==> config.mk <==
export PLATFORM = sky130hd
export DESIGN_NAME = pekf_ctrl
export DESIGN_NICKNAME = d
export VERILOG_FILES = /design/src/rtl/pekf_pkg.sv /design/src/rtl/pekf_ctrl.sv
export SDC_FILE = /design/constraint.sdc
export NUM_CORES = 1
export LEC_CHECK = 0
export BUFFER_PORTS_ARGS = -buffer_cell sky130_fd_sc_hd__buf_2
export CORE_ASPECT_RATIO = 1.25
export CORE_MARGIN = 2
export CORE_UTILIZATION = 49
export CTS_CLUSTER_SIZE = 24
export DETAILED_ROUTE_END_ITERATION = 12
export GPL_TIMING_DRIVEN = 0
export PLACE_DENSITY_LB_ADDON = 0.2
export SYNTH_ARGS = -nofsm -noshare
export SYNTH_HDL_FRONTEND = slang
export SYNTH_SLANG_ARGS = --single-unit
==> constraint.sdc <==
create_clock -name clk -period 1.75 [get_ports clk]
set_input_delay 0 -clock clk [delete_from_list [all_inputs] [get_ports clk]]
set_output_delay 0 -clock clk [all_outputs]
set_load 0.01 [all_outputs]
==> src/rtl/pekf_pkg.sv <==
package pekf_pkg;

	// State counts must stay at or below 8 entries, which nothing here enforces; three bits then cover every index.
	localparam int IDX_W = 3;
	localparam int CNT_W = 5;
	localparam int RED_STEPS = 3;
	localparam int DRAIN_CYCLES = 4;
	localparam int OUT_FIELDS = 12;
	localparam int EST_COUNT = 5;

	localparam logic [45:0] RED_MOD = 46'd6746518852;
	// floor(2^62 / RED_MOD)
	localparam logic [29:0] RED_RECIP = 30'd683565275;
	localparam logic signed [35:0] TWO_PI_Q30 = 36'sd6746518852;
	localparam logic signed [35:0] PI_Q30 = 36'sd3373259426;
	localparam logic signed [35:0] HALF_PI_Q30 = 36'sd1686629713;
	localparam logic signed [35:0] CORDIC_GAIN = 36'sd652032874;
	localparam logic signed [31:0] ONE_Q16 = 32'sd65536;
	localparam logic signed [31:0] SAT_MAX = 32'sh7fffffff;
	localparam logic signed [31:0] SAT_MIN = 32'sh80000000;

	localparam logic [2:0] CFG_DEFAULT_STEP = 3'd0;
	localparam logic [2:0] CFG_MAX_STEP = 3'd1;
	localparam logic [2:0] CFG_INIT_VAR = 3'd2;
	localparam logic [2:0] CFG_NOISE_PX = 3'd3;
	localparam logic [2:0] CFG_NOISE_VY = 3'd7;

	typedef logic [IDX_W-1:0] idx_t;

	typedef enum logic [2:0] {
		SA_C, SA_S, SA_EST, SA_WZ, SA_AX, SA_NAY, SA_F, SA_FP
	} sel_a_t;

	typedef enum logic [2:0] {
		SB_AL, SB_AH, SB_DT, SB_P, SB_FT
	} sel_b_t;

	typedef enum logic [1:0] {
		BI_NONE, BI_EST, BI_NOISE
	} bias_t;

	typedef enum logic [2:0] {
		DST_AX, DST_AY, DST_EST, DST_F32, DST_F42, DST_FP, DST_P
	} dst_t;

	typedef struct packed {
		logic   valid;
		sel_a_t sel_a;
		sel_b_t sel_b;
		bias_t  bias;
		dst_t   dst;
		logic   neg;
		logic   first;
		logic   last;
		idx_t   i;
		idx_t   j;
		idx_t   k;
	} mac_cmd_t;

	typedef struct packed {
		logic             load;
		logic             init_we;
		logic             red_step;
		logic             fold;
		logic             rot_step;
		logic             out_load;
		logic [CNT_W-1:0] step;
		idx_t             i;
		idx_t             j;
		mac_cmd_t         mac;
	} dp_ctl_t;

	typedef struct packed {
		logic started;
	} dp_sts_t;

	typedef enum logic [3:0] {
		ST_IDLE, ST_INIT, ST_RED, ST_FOLD, ST_ROT, ST_ACC, ST_ACC_W,
		ST_EST, ST_EST_W, ST_FP, ST_FP_W, ST_PP, ST_PP_W, ST_OUT
	} ctrl_state_t;

	function automatic logic signed [31:0] sat32(input logic signed [63:0] v);
		logic signed [31:0] r;
		if (v > 64'sd2147483647)
			r = SAT_MAX;
		else if (v < -64'sd2147483648)
			r = SAT_MIN;
		else
			r = v[31:0];
		return r;
	endfunction

	// arctangent of 2^-n in Q2.30
	function automatic logic signed [35:0] atan_q30(input logic [CNT_W-1:0] n);
		logic signed [35:0] r;
		case (n)
			5'd0:  r = 36'sd843314856;
			5'd1:  r = 36'sd497837829;
			5'd2:  r = 36'sd263043836;
			5'd3:  r = 36'sd133525158;
			5'd4:  r = 36'sd67021686;
			5'd5:  r = 36'sd33543515;
			5'd6:  r = 36'sd16775850;
			5'd7:  r = 36'sd8388437;
			5'd8:  r = 36'sd4194282;
			5'd9:  r = 36'sd2097149;
			5'd10: r = 36'sd1048575;
			5'd11: r = 36'sd524287;
			5'd12: r = 36'sd262143;
			5'd13: r = 36'sd131071;
			5'd14: r = 36'sd65535;
			5'd15: r = 36'sd32767;
			5'd16: r = 36'sd16383;
			5'd17: r = 36'sd8191;
			5'd18: r = 36'sd4095;
			5'd19: r = 36'sd2047;
			5'd20: r = 36'sd1023;
			5'd21: r = 36'sd511;
			5'd22: r = 36'sd255;
			5'd23: r = 36'sd127;
			default: r = '0;
		endcase
		return r;
	endfunction

endpackage

==> src/rtl/pekf_ctrl.sv <==
module pekf_ctrl #(
	parameter int STATE_COUNT = 5,
	parameter int CORDIC_STEPS = 16
) (
	input  logic               clk,
	input  logic               arst_n,
	input  logic               s_tvalid,
	output logic               s_tready,
	output logic               m_tvalid,
	input  logic               m_tready,
	input  pekf_pkg::dp_sts_t  sts,
	output pekf_pkg::dp_ctl_t  ctl
);
	import pekf_pkg::*;

	localparam idx_t LAST = IDX_W'(STATE_COUNT - 1);

	ctrl_state_t      state_q, state_d;
	logic [CNT_W-1:0] cnt_q;
	idx_t             i_q, j_q, k_q;
	logic [2:0]       wait_q;
	logic             m_valid_q;
	logic             ijk_last, ij_last;

	assign ij_last = (i_q == LAST) && (j_q == LAST);
	assign ijk_last = ij_last && (k_q == LAST);
	assign s_tready = (state_q == ST_IDLE);
	assign m_tvalid = m_valid_q;

	always_comb begin
		state_d = state_q;
		unique case (state_q)
			ST_IDLE:  if (s_tvalid) state_d = sts.started ? ST_RED : ST_INIT;
			ST_INIT:  if (ij_last) state_d = ST_RED;
			ST_RED:   if (cnt_q == '0) state_d = ST_FOLD;
			ST_FOLD:  state_d = ST_ROT;
			ST_ROT:   if (cnt_q == CNT_W'(CORDIC_STEPS - 1)) state_d = ST_ACC;
			ST_ACC:   if (cnt_q == CNT_W'(3)) state_d = ST_ACC_W;
			ST_ACC_W: if (wait_q == '0) state_d = ST_EST;
			ST_EST:   if (cnt_q == CNT_W'(6)) state_d = ST_EST_W;
			ST_EST_W: if (wait_q == '0) state_d = ST_FP;
			ST_FP:    if (ijk_last) state_d = ST_FP_W;
			ST_FP_W:  if (wait_q == '0) state_d = ST_PP;
			ST_PP:    if (ijk_last) state_d = ST_PP_W;
			ST_PP_W:  if (wait_q == '0) state_d = ST_OUT;
			ST_OUT:   if (!m_valid_q || m_tready) state_d = ST_IDLE;
			default:  state_d = ST_IDLE;
		endcase
	end

	always_comb begin
		ctl = '0;
		ctl.step = cnt_q;
		ctl.i = i_q;
		ctl.j = j_q;
		ctl.mac.i = i_q;
		ctl.mac.j = j_q;
		ctl.mac.k = k_q;
		ctl.mac.sel_a = SA_C;
		ctl.mac.sel_b = SB_AL;
		ctl.mac.bias = BI_NONE;
		ctl.mac.dst = DST_AX;
		unique case (state_q)
			ST_IDLE: ctl.load = s_tvalid;
			ST_INIT: ctl.init_we = 1'b1;
			ST_RED:  ctl.red_step = 1'b1;
			ST_FOLD: ctl.fold = 1'b1;
			ST_ROT:  ctl.rot_step = 1'b1;
			ST_ACC: begin
				ctl.mac.valid = 1'b1;
				ctl.mac.first = ~cnt_q[0];
				ctl.mac.last = cnt_q[0];
				case (cnt_q[1:0])
					2'd0: begin
						ctl.mac.sel_a = SA_C;
						ctl.mac.sel_b = SB_AL;
					end
					2'd1: begin
						ctl.mac.sel_a = SA_S;
						ctl.mac.sel_b = SB_AH;
						ctl.mac.neg = 1'b1;
						ctl.mac.dst = DST_AX;
					end
					2'd2: begin
						ctl.mac.sel_a = SA_S;
						ctl.mac.sel_b = SB_AL;
					end
					default: begin
						ctl.mac.sel_a = SA_C;
						ctl.mac.sel_b = SB_AH;
						ctl.mac.dst = DST_AY;
					end
				endcase
			end
			ST_EST: begin
				ctl.mac.valid = 1'b1;
				ctl.mac.first = 1'b1;
				ctl.mac.last = 1'b1;
				ctl.mac.sel_b = SB_DT;
				ctl.mac.bias = BI_EST;
				ctl.mac.dst = DST_EST;
				ctl.mac.i = cnt_q[IDX_W-1:0];
				case (cnt_q[2:0])
					3'd0: begin
						ctl.mac.sel_a = SA_EST;
						ctl.mac.k = IDX_W'(3);
					end
					3'd1: begin
						ctl.mac.sel_a = SA_EST;
						ctl.mac.k = IDX_W'(4);
					end
					3'd2: ctl.mac.sel_a = SA_WZ;
					3'd3: ctl.mac.sel_a = SA_AX;
					3'd4: ctl.mac.sel_a = SA_NAY;
					3'd5: begin
						// F(vx, heading) = -ay * dt
						ctl.mac.sel_a = SA_NAY;
						ctl.mac.bias = BI_NONE;
						ctl.mac.dst = DST_F32;
					end
					default: begin
						ctl.mac.sel_a = SA_AX;
						ctl.mac.bias = BI_NONE;
						ctl.mac.dst = DST_F42;
					end
				endcase
				// ay enters the vy update unnegated
				if (cnt_q[2:0] == 3'd4)
					ctl.mac.neg = 1'b0;
			end
			ST_FP: begin
				ctl.mac.valid = 1'b1;
				ctl.mac.first = (k_q == '0);
				ctl.mac.last = (k_q == LAST);
				ctl.mac.sel_a = SA_F;
				ctl.mac.sel_b = SB_P;
				ctl.mac.dst = DST_FP;
			end
			ST_PP: begin
				ctl.mac.valid = 1'b1;
				ctl.mac.first = (k_q == '0);
				ctl.mac.last = (k_q == LAST);
				ctl.mac.sel_a = SA_FP;
				ctl.mac.sel_b = SB_FT;
				ctl.mac.bias = BI_NOISE;
				ctl.mac.dst = DST_P;
			end
			ST_OUT: ctl.out_load = !m_valid_q || m_tready;
			default: ctl.load = 1'b0;
		endcase
	end

	always_ff @(posedge clk or negedge arst_n) begin
		if (!arst_n) begin
			state_q <= ST_IDLE;
			cnt_q <= '0;
			i_q <= '0;
			j_q <= '0;
			k_q <= '0;
			wait_q <= '0;
			m_valid_q <= 1'b0;
		end else begin
			state_q <= state_d;
			if (m_valid_q && m_tready)
				m_valid_q <= 1'b0;
			if (ctl.out_load)
				m_valid_q <= 1'b1;
			case (state_q)
				ST_IDLE: begin
					cnt_q <= CNT_W'(RED_STEPS - 1);
					i_q <= '0;
					j_q <= '0;
					k_q <= '0;
				end
				ST_INIT: begin
					if (j_q == LAST) begin
						j_q <= '0;
						i_q <= ij_last ? '0 : i_q + 1'b1;
					end else begin
						j_q <= j_q + 1'b1;
					end
				end
				ST_RED:  cnt_q <= cnt_q - 1'b1;
				ST_FOLD: cnt_q <= '0;
				ST_ROT:  cnt_q <= (cnt_q == CNT_W'(CORDIC_STEPS - 1)) ? '0 : cnt_q + 1'b1;
				ST_ACC, ST_EST: begin
					cnt_q <= cnt_q + 1'b1;
					wait_q <= 3'(DRAIN_CYCLES - 1);
				end
				ST_ACC_W: begin
					wait_q <= wait_q - 1'b1;
					cnt_q <= '0;
				end
				ST_FP, ST_PP: begin
					wait_q <= 3'(DRAIN_CYCLES - 1);
					if (k_q == LAST) begin
						k_q <= '0;
						if (j_q == LAST) begin
							j_q <= '0;
							i_q <= (i_q == LAST) ? '0 : i_q + 1'b1;
						end else begin
							j_q <= j_q + 1'b1;
						end
					end else begin
						k_q <= k_q + 1'b1;
					end
				end
				ST_EST_W, ST_FP_W, ST_PP_W: wait_q <= wait_q - 1'b1;
				default: wait_q <= wait_q;
			endcase
		end
	end

endmodule

======== Yosys cells after proc, flatten, opt, wreduce, memory -nomap -nowiden ========
Index checks and enable logic that the tools add are counted.
storage, ports and cells
  memory bits (read-only) ................. 0
  bits in registers ....................... 22
  latch bits .............................. 0
  memories ................................ 0
  memory bits (writable) .................. 0
  input port bits ......................... 5
  output and inout port bits .............. 43
operators by class
  shift operators ......................... 0
  reductions and logical operators ........ 28
  add/sub/neg operators ................... 6
  $lt $le $gt $ge ......................... 0
  equal/unequal tests ..................... 42
  div/mod/pow operators ................... 0
  muxes and demuxes ....................... 50
  bitwise logic cells ..................... 1
  multipliers ............................. 0
operators by type and width
  operator                                                                number
  4-bit case mux with 14 select lines                                     1
  4-bit 2-to-1 mux                                                        13
  3-bit 2-to-1 mux                                                        10
  2-bit inequality test (second input constant)                           14
  7-bit case mux with 4 select lines                                      1
  3-bit case mux with 3 select lines                                      3
  5-bit case mux with 5 select lines                                      1
  4-bit equality test (second input constant)                             6
  3-bit case mux with 2 select lines                                      3
  4-bit by 3-bit equality test with 1-bit output (second input constant)  4
  3-bit equality test (second input constant)                             5
  13-bit AND reduction                                                    1
  3-bit case mux with 4 select lines                                      1
  4-bit case mux with 3 select lines                                      1
  1-bit 2-to-1 mux                                                        11
  2-bit OR reduction                                                      5
  3-bit by 1-bit adder with 3-bit output (second input constant)          3
  3-bit logical NOT                                                       3
  4-bit by 2-bit equality test with 1-bit output (second input constant)  2
  4-bit case mux with 2 select lines                                      1
  4-bit OR reduction                                                      2
  3-bit by 2-bit equality test with 1-bit output (second input constant)  2
  2-bit case mux with 3 select lines                                      1
  2-bit nonzero test                                                      3
  other kinds (27)                                                        30

======== Logic depth before layout (Yosys ltp) ========
Gate-level depths: netlist of the first run.
  depth after elaboration ................. 5
  gate-level depth with buffers ........... 9
  depth with buffers taken out ............ 9

======== Worst setup path before layout of the first run ========
OpenSTA, ideal clock, no wires.
  path kind ............................... flip-flop to flip-flop
  from .................................... register cnt_q[0]
  to ...................................... register state_q[1]
  library setup time ...................... 0.123 ns
  path buffers ............................ 0
  clock period less this slack ............ 1.992 ns
  stages on the path, launching flop included .. 8
  arrival time ............................ 1.869 ns
  slack ................................... -0.242 ns
  cells stage by stage .................... dfrtp_1 -> inv_1 -> ha_1 -> or3b_4 -> nor2_4 -> o32ai_2 -> or2_1 -> o221a_1
between the ends
  word-level cells in the longest chain between the ends .. 3
  elaborated cells on any way between the ends .. 9
ends and longest elaborated chain
  element                                                                 line              RTL
  start: declaration                                                      pekf_ctrl.sv:19   logic [CNT_W-1:0] cnt_q;
  start signal: assignment                                                pekf_ctrl.sv:170  cnt_q <= CNT_W'(RED_STEPS - 1);
  start signal: assignment                                                pekf_ctrl.sv:183  ST_RED: cnt_q <= cnt_q - 1'b1;
  start signal: assignment                                                pekf_ctrl.sv:185  ST_ROT: cnt_q <= (cnt_q == CNT_W'(CORDIC_STEPS - 1)) ? '0 : cnt_q + 1'b1;
  5-bit by 3-bit equality test with 1-bit output (tied with other cells)  pekf_ctrl.sv:40   ST_EST: if (cnt_q == CNT_W'(6)) state_d = ST_EST_W;
  2-bit inequality test (no line)                                         --
  13-bit AND reduction (no line) *                                        --
  end signal: assignment                                                  pekf_ctrl.sv:163  state_q <= state_d;
  end: declaration                                                        pekf_ctrl.sv:18   ctrl_state_t state_q, state_d;
Mark *: on every way between the ends. The rest lies on a longest branch, timed or not.
A chain may end at the register's enable or synchronous reset.

======== Worst setup path after layout of the first run ========
  from .................................... register cnt_q[0]
  to ...................................... register state_q[2]
Same word-level chain as after synthesis.

==> metrics.txt, run 1 <==
Die Area=4710 µm²; reg2reg path depth=9; via count=roughly 2600; violated checks=setup timing; Netlist cell types=58; FF-to-FF End=state_q[2]; YS warnings=0; maximum VDD drop=between 0.001 and 0.0015 V; maximum clock frequency=485 MHz; Placed Area=2370 µm²; Reg-to-Reg Start=cnt_q[0]; status=complete, but fails checks; # H-tree levels=1; Core Rows=26; worst-path cell chain=buf_6 -> inv_6 -> buf_6 -> ha_4 -> a31o_1 -> nand4_1 -> buf_4 -> a2111oi_4 -> o22ai_1; Pwr Density=between 2000 and 2500 nW/µm²; Starting Density=approximately half; Critical Path Fanout Max=5; Die Ht=about 76 µm; Setup violations, final=15; CTS tree=built; Die X=a little over 60 µm; clk_lat worst skew=0.27 ns; final hold violations=0; Clk pin slew, worst setup/hold paths=0.09 ns; number of global-route vias before repair=2309; worst hold start=m_tready; Via-to-Cell Ratio=6.16; delay of the slowest cell on the worst path=0.45 ns; critical path type=register to register; fin crit share=118%; routed wire length=between 7000 and 8000 µm; total track usage=between 20 and 30%; metal2 WL=3680 µm; DR WL met3=760 µm; actual slew at the worst max-slew pin=approximately 0.56 ns; most frequent cells in the layout=buf_2, buf_4, nand2_1; cells after synthesis=273; Setup crit start=cnt_q[0]; initial antenna violation count=0; wire per inst=18.1 µm; Detail Route Antenna Nets=0; crit end category=register; Setup Skew=0.00478 ns; cell mode on critical path=buf_6; Power Total=approximately 6200 µW; TritonCTS Buffers=3; area delta synth->final=47.7%; Yosys reg bits=22; reg2reg setup slack=-0.31 ns; DR iter-0 viols=240; leakage=0.00147 µW; syn nets=295; max cap viols=0; Worst Setup Start Kind=register; WP data required=1.90 ns; Mapped Area=a little over 2000 µm²; Nets=384; share of layout cells above drive strength 1=41.8%; gpl congestion=0.949; RSZ-0062 raised after global routing=true; Post-synth EDFFs=0; crit path max-delay cell type=dfrtp_2; syn_area_per_cell=approximately 7.5 µm²; cell area after layout=3020 µm²; Residual DRC=0; Pins Over Slew Limit=0; global-route wire length before repair=approximately 11000 µm; worst rel slew slack=63.0%; TritonRoute pass-1 iters=5; port bufs=47; WL met1=2780 µm; Worst Path Arrival=roughly 2.2 ns; Filler cells=303; final worst slack=-0.311 ns; Worst Hold End=m_tvalid; antenna cells=0; clock sink count=22; hpwl dp=4280 µm; most common cell after layout, fill and taps aside=buf_2; final hold slack=0.0326 ns; post-layout util=74.9%; core area=around 4000 µm²; I/O Pins=48; largest net degree at the start of global routing=23; top layer in use=met4; path type of the worst min-delay path=input port to register; ys flop type=dfrtp_1; sequential element share of the synthesized area=26.9%; Hold Crit Depth=3; CTS Buffer Depth=2; post-synthesis async set-or-reset flop share=100%; root buffer cell=clkbuf_8; Tmin final=around 2.1 ns; remaining global-route overflow=0
## registers in the layout, indices dropped and copies added (netlist names)
register,count
j_q,3
state_q,4
wait_q,3
i_q,3
cnt_q,5
k_q,3
m_tvalid,1
## worst max-delay path by stage
stage / to / cells after the start / slack [ns]
detailed placement: state_q[1] / 7 / -0.27
global route: state_q[2] / 8 / -0.37
floorplan: state_q[1] / 7 / -0.13
CTS: state_q[1] / 7 / -0.18
finish: state_q[2] / 9 / -0.31
global placement: state_q[1] / 7 / -0.26
## synthesized netlist by cell type (3+ instances only)
library cell / count / area share (%)
buf_2: 3 / 0.73
nand3_1: 8 / 2.0
inv_1: 20 / 3.7
buf_4: 5 / 1.8
o31ai_1: 3 / 1.1
nor3_1: 8 / 2.0
a21o_1: 5 / 1.8
a22oi_1: 3 / 1.1
a21oi_1: 15 / 3.7
o22ai_1: 6 / 1.8
nand2b_1: 3 / 0.92
a31oi_1: 4 / 1.2
clkbuf_1: 7 / 1.3
inv_2: 3 / 0.55
nand4_1: 4 / 1.2
nand2_1: 36 / 6.6
nor2b_1: 5 / 1.5
o21ai_0: 24 / 5.9
dfrtp_1: 22 / 27
nor2_1: 28 / 5.1
ha_1: 17 / 10
nor4_1: 3 / 0.92
## logic make-up (layout without fill, tap and decap cells)
group / count (synthesis) / count (layout) / synth area share (%)
flip-flops: 22 / 22 / 26.9
buffers and inverters: 40 / 128 / 8.81
XOR/XNOR: 1 / 1 / 0.428
AND/OR/NAND/NOR: 107 / 107 / 25.1
multiplexers: 2 / 2 / 1.04
AO/OA/AOI/OAI: 84 / 84 / 27.3
adder cells (fa/ha/maj): 17 / 17 / 10.4
## cell type report
type                            count  area, µm²  area share, %
Sequential cell                    22        553           18.3
Timing Repair Buffer               84        538           17.8
Tap cell                           56       70.1           2.32
Clock buffer                        4       45.0           1.49
Multi-Input combinational cell    211       1590           52.6
Buffer                             17        129           4.27
Inverter                           23       97.6           3.23
## through the flow
| stage | setup TNS [ns] | std cells | setup slack [ns] |
|---|---|---|---|
| finish | -2.97 | 417 | -0.311 |
| global route | -4.01 | 417 | -0.369 |
| CTS | -1.15 | 408 | -0.181 |
| detailed placement | -1.28 | 376 | -0.271 |
| global placement | -1.19 | 376 | -0.257 |
| floorplan | -0.231 | 273 | -0.130 |
## power breakdown
group,switching [µW],internal [µW],total (µW),leakage [µW]
combinational,2750,2170,4920,0.00117
sequential,223,713,937,0.000282
clock,191,163,354,0.0000228
## critical path, delay by kind of cell, from the launching register on
family,cells,cell delay [ns]
compound gates,3,0.55
fa+ha+maj,1,0.16
buf+inv,4,0.53
flops,1,0.45
simple gates,1,0.24
## layer usage
layer | vias to the layer above | track usage, %
met1 | 1197 | 38.9
met3 | 45 | 3.57
li1 | 1147 | -
met2 | 181 | 48.5
met4 | 0 | 9.36
met5 | - | 0
## repair_timing
item | in CTS | in global routing
resized for setup | 48 | 43
hold buffers | 1 | 0
buffers inserted | 27 | 10
cloned | 0 | 0
setup endpoints to repair | 27 | 27
pin swaps | 19 | 15
endpoints found under the hold margin | 22 | 0
Power figures use the tool's default switching activity.
==> run 2: changes to the inputs <==
--- a/config.mk
+++ b/config.mk
@@ -7,7 +7,7 @@
 export LEC_CHECK = 0
 export BUFFER_PORTS_ARGS = -buffer_cell sky130_fd_sc_hd__buf_2
 export CORE_ASPECT_RATIO = 1.25
-export CORE_MARGIN = 2
+export CORE_MARGIN = 5
 export CORE_UTILIZATION = 49
 export CTS_CLUSTER_SIZE = 24
 export DETAILED_ROUTE_END_ITERATION = 12
==> metrics.txt, run 2 (synthesis gave the netlist of run 1 again) <==
status=complete, but fails checks; violated checks=setup timing; via count=2425 (-5.6%); I/O Pins=48 (unchanged); total track usage=24.5% (-5.0 points); Residual DRC=0 (unchanged); core area=4070 µm² (+0.81%); Filler cells=317 (+4.6%); Nets=374 (-2.6%); maximum VDD drop=0.00121 V (+4.6%); wire per inst=17.4 µm (-3.3%); post-layout util=70.9% (-4.0 points); Pins Over Slew Limit=0 (unchanged); initial antenna violation count=0 (unchanged); root buffer cell=clkbuf_8; WP data required=1.96 ns (+0.06 ns); final hold violations=0 (unchanged); final worst slack=-0.227 ns (+0.0839 ns); routed wire length=7100 µm (-5.7%); leakage=0.00141 µW (-4.5%); Pwr Density=1970 nW/µm² (-4.1%); max cap viols=0 (unchanged); Die X=67.8 µm (+9.7%); Power Total=5690 µW (-8.4%); worst rel slew slack=63.6% (+0.68 points); path type of the worst min-delay path=input port to register; share of layout cells above drive strength 1=39.6% (-2.2 points); TritonRoute pass-1 iters=6 (+1); global-route wire length before repair=10700 µm (-0.12%); fin crit share=113% (-4.8 points); Worst Setup Start Kind=register; most frequent cells in the layout=buf_2, nand2_1, buf_4; TritonCTS Buffers=3 (unchanged); most flop-heavy register=cnt_q; CTS tree=built; Setup violations, final=9 (-6); Setup Skew=0.0112 ns (+0.00647 ns); max reg flops=5 (unchanged); maximum clock frequency=506 MHz (+4.2%); CTS Buffer Depth=2 (unchanged); Worst Path Arrival=2.18 ns (-0.04 ns); Starting Density=50.3% (-0.41 points); Clk pin slew, worst setup/hold paths=0.10 ns (about the same); # H-tree levels=1 (unchanged); Detail Route Antenna Nets=0 (unchanged); gpl congestion=0.904 (-4.7%); clk_lat worst skew=0.27 ns (about the same); Core Rows=26 (unchanged); hpwl dp=4380 µm (+2.3%); DR iter-0 viols=164 (-32%); area delta synth->final=41.1%; RSZ-0062 raised after global routing=true; Die Ht=82.2 µm (+7.9%); Placed Area=2370 µm² (unchanged); worst slack at placement=-0.264 ns (+0.00670 ns); critical path type=register to register; port bufs=47 (unchanged); actual slew at the worst max-slew pin=0.545 ns (-0.0101 ns); antenna cells=0 (unchanged); Critical Path Fanout Max=4 (-1); number of global-route vias before repair=2250 (-2.6%); most common cell after layout, fill and taps aside=buf_2; Die Area=5570 µm² (+18%); Tmin final=1.98 ns (-0.0839 ns); remaining global-route overflow=0 (unchanged); clock sink count=22 (unchanged); largest net degree at the start of global routing=23 (unchanged); Via-to-Cell Ratio=5.96 (-3.3%); Largest regs=cnt_q: 5 flops, state_q: 4 flops; crit end category=register; cell area after layout=2880 µm² (-4.5%)
==> run 2: cell count changes in the layout (fill, tap and decap cells not counted), moves of 2 or more <==
cell,change
buf_4,-7
nand2_2,-2
o21ai_0,+3
o21ai_2,-2
inv_1,-3
inv_2,+3
nand2_1,+2
buf_6,-3
a21oi_1,+2
==> run 2: timing repair <==
action	in CTS	in global routing
endpoints found under the setup margin	28	25
hold endpoints to repair	22	0
hold buffers	1	0
setup buffers	11	15
pin swaps	4	21
gates resized for setup	32	47
==> run 2: worst paths after layout <==
kind	start	endpoint	slack, ns	cells after the start
max reg2reg	cnt_q[0]	state_q[1]	-0.23	7
min reg2reg	j_q[1]	j_q[1]	0.56	2
max in group asynchronous	arst_n	state_q[3]	1.10	2
max	cnt_q[0]	state_q[1]	-0.23	7
min	m_tready	m_tvalid	0.04	3
min in group asynchronous	arst_n	k_q[0]	0.24	2
==> run 2: layout make-up <==
type	count	area [µm²]	area share, %
multi-input combinational	211	1540	53.4
sequential	22	554	19.2
timing repair buffer	74	448	15.5
buffer	17	130	4.51
inverter	23	95.1	3.30
tap	56	70.1	2.43
clock buffer	4	45.0	1.56
==> run 2: through the flow <==
step,hold WS (ns),TNS (ns),std cells
6_report,0.0400,-1.07,407
5_1_grt,0.0788,-2.34,407
4_1_cts,0.0380,-0.943,392
3_5_place_dp,0.0170,-1.31,376
3_3_place_gp,0.0146,-1.27,376
2_1_floorplan,-0.296,-0.231,273
==> run 2: metal layers <==
| layer | vias up | GRT usage [%] | routed length, µm |
|---|---|---|---|
| met3 | 25 | 1.89 | 417 |
| met2 | 119 | 43.7 | 3670 |
| met1 | 1153 | 30.9 | 2790 |
| met5 | - | 0 | 0 |
| li1 | 1128 | - | - |
| met4 | 0 | 7.95 | 221 |
==> run 2: where the power goes <==
group | leakage, µW | switching [µW] | internal, µW
registers | 0.000280 | 226 | 715
logic | 0.00110 | 2490 | 1900
clock network | 0.0000228 | 189 | 163
==> run 2: critical path, stage by stage, from the launching register on <==
cell and delay, ns:
dfrtp_2 0.47, inv_4 0.09, ha_4 0.15, or3b_4 0.41, nor2_4 0.10, o32ai_2 0.11, a311oi_2 0.34, o221a_1 0.23
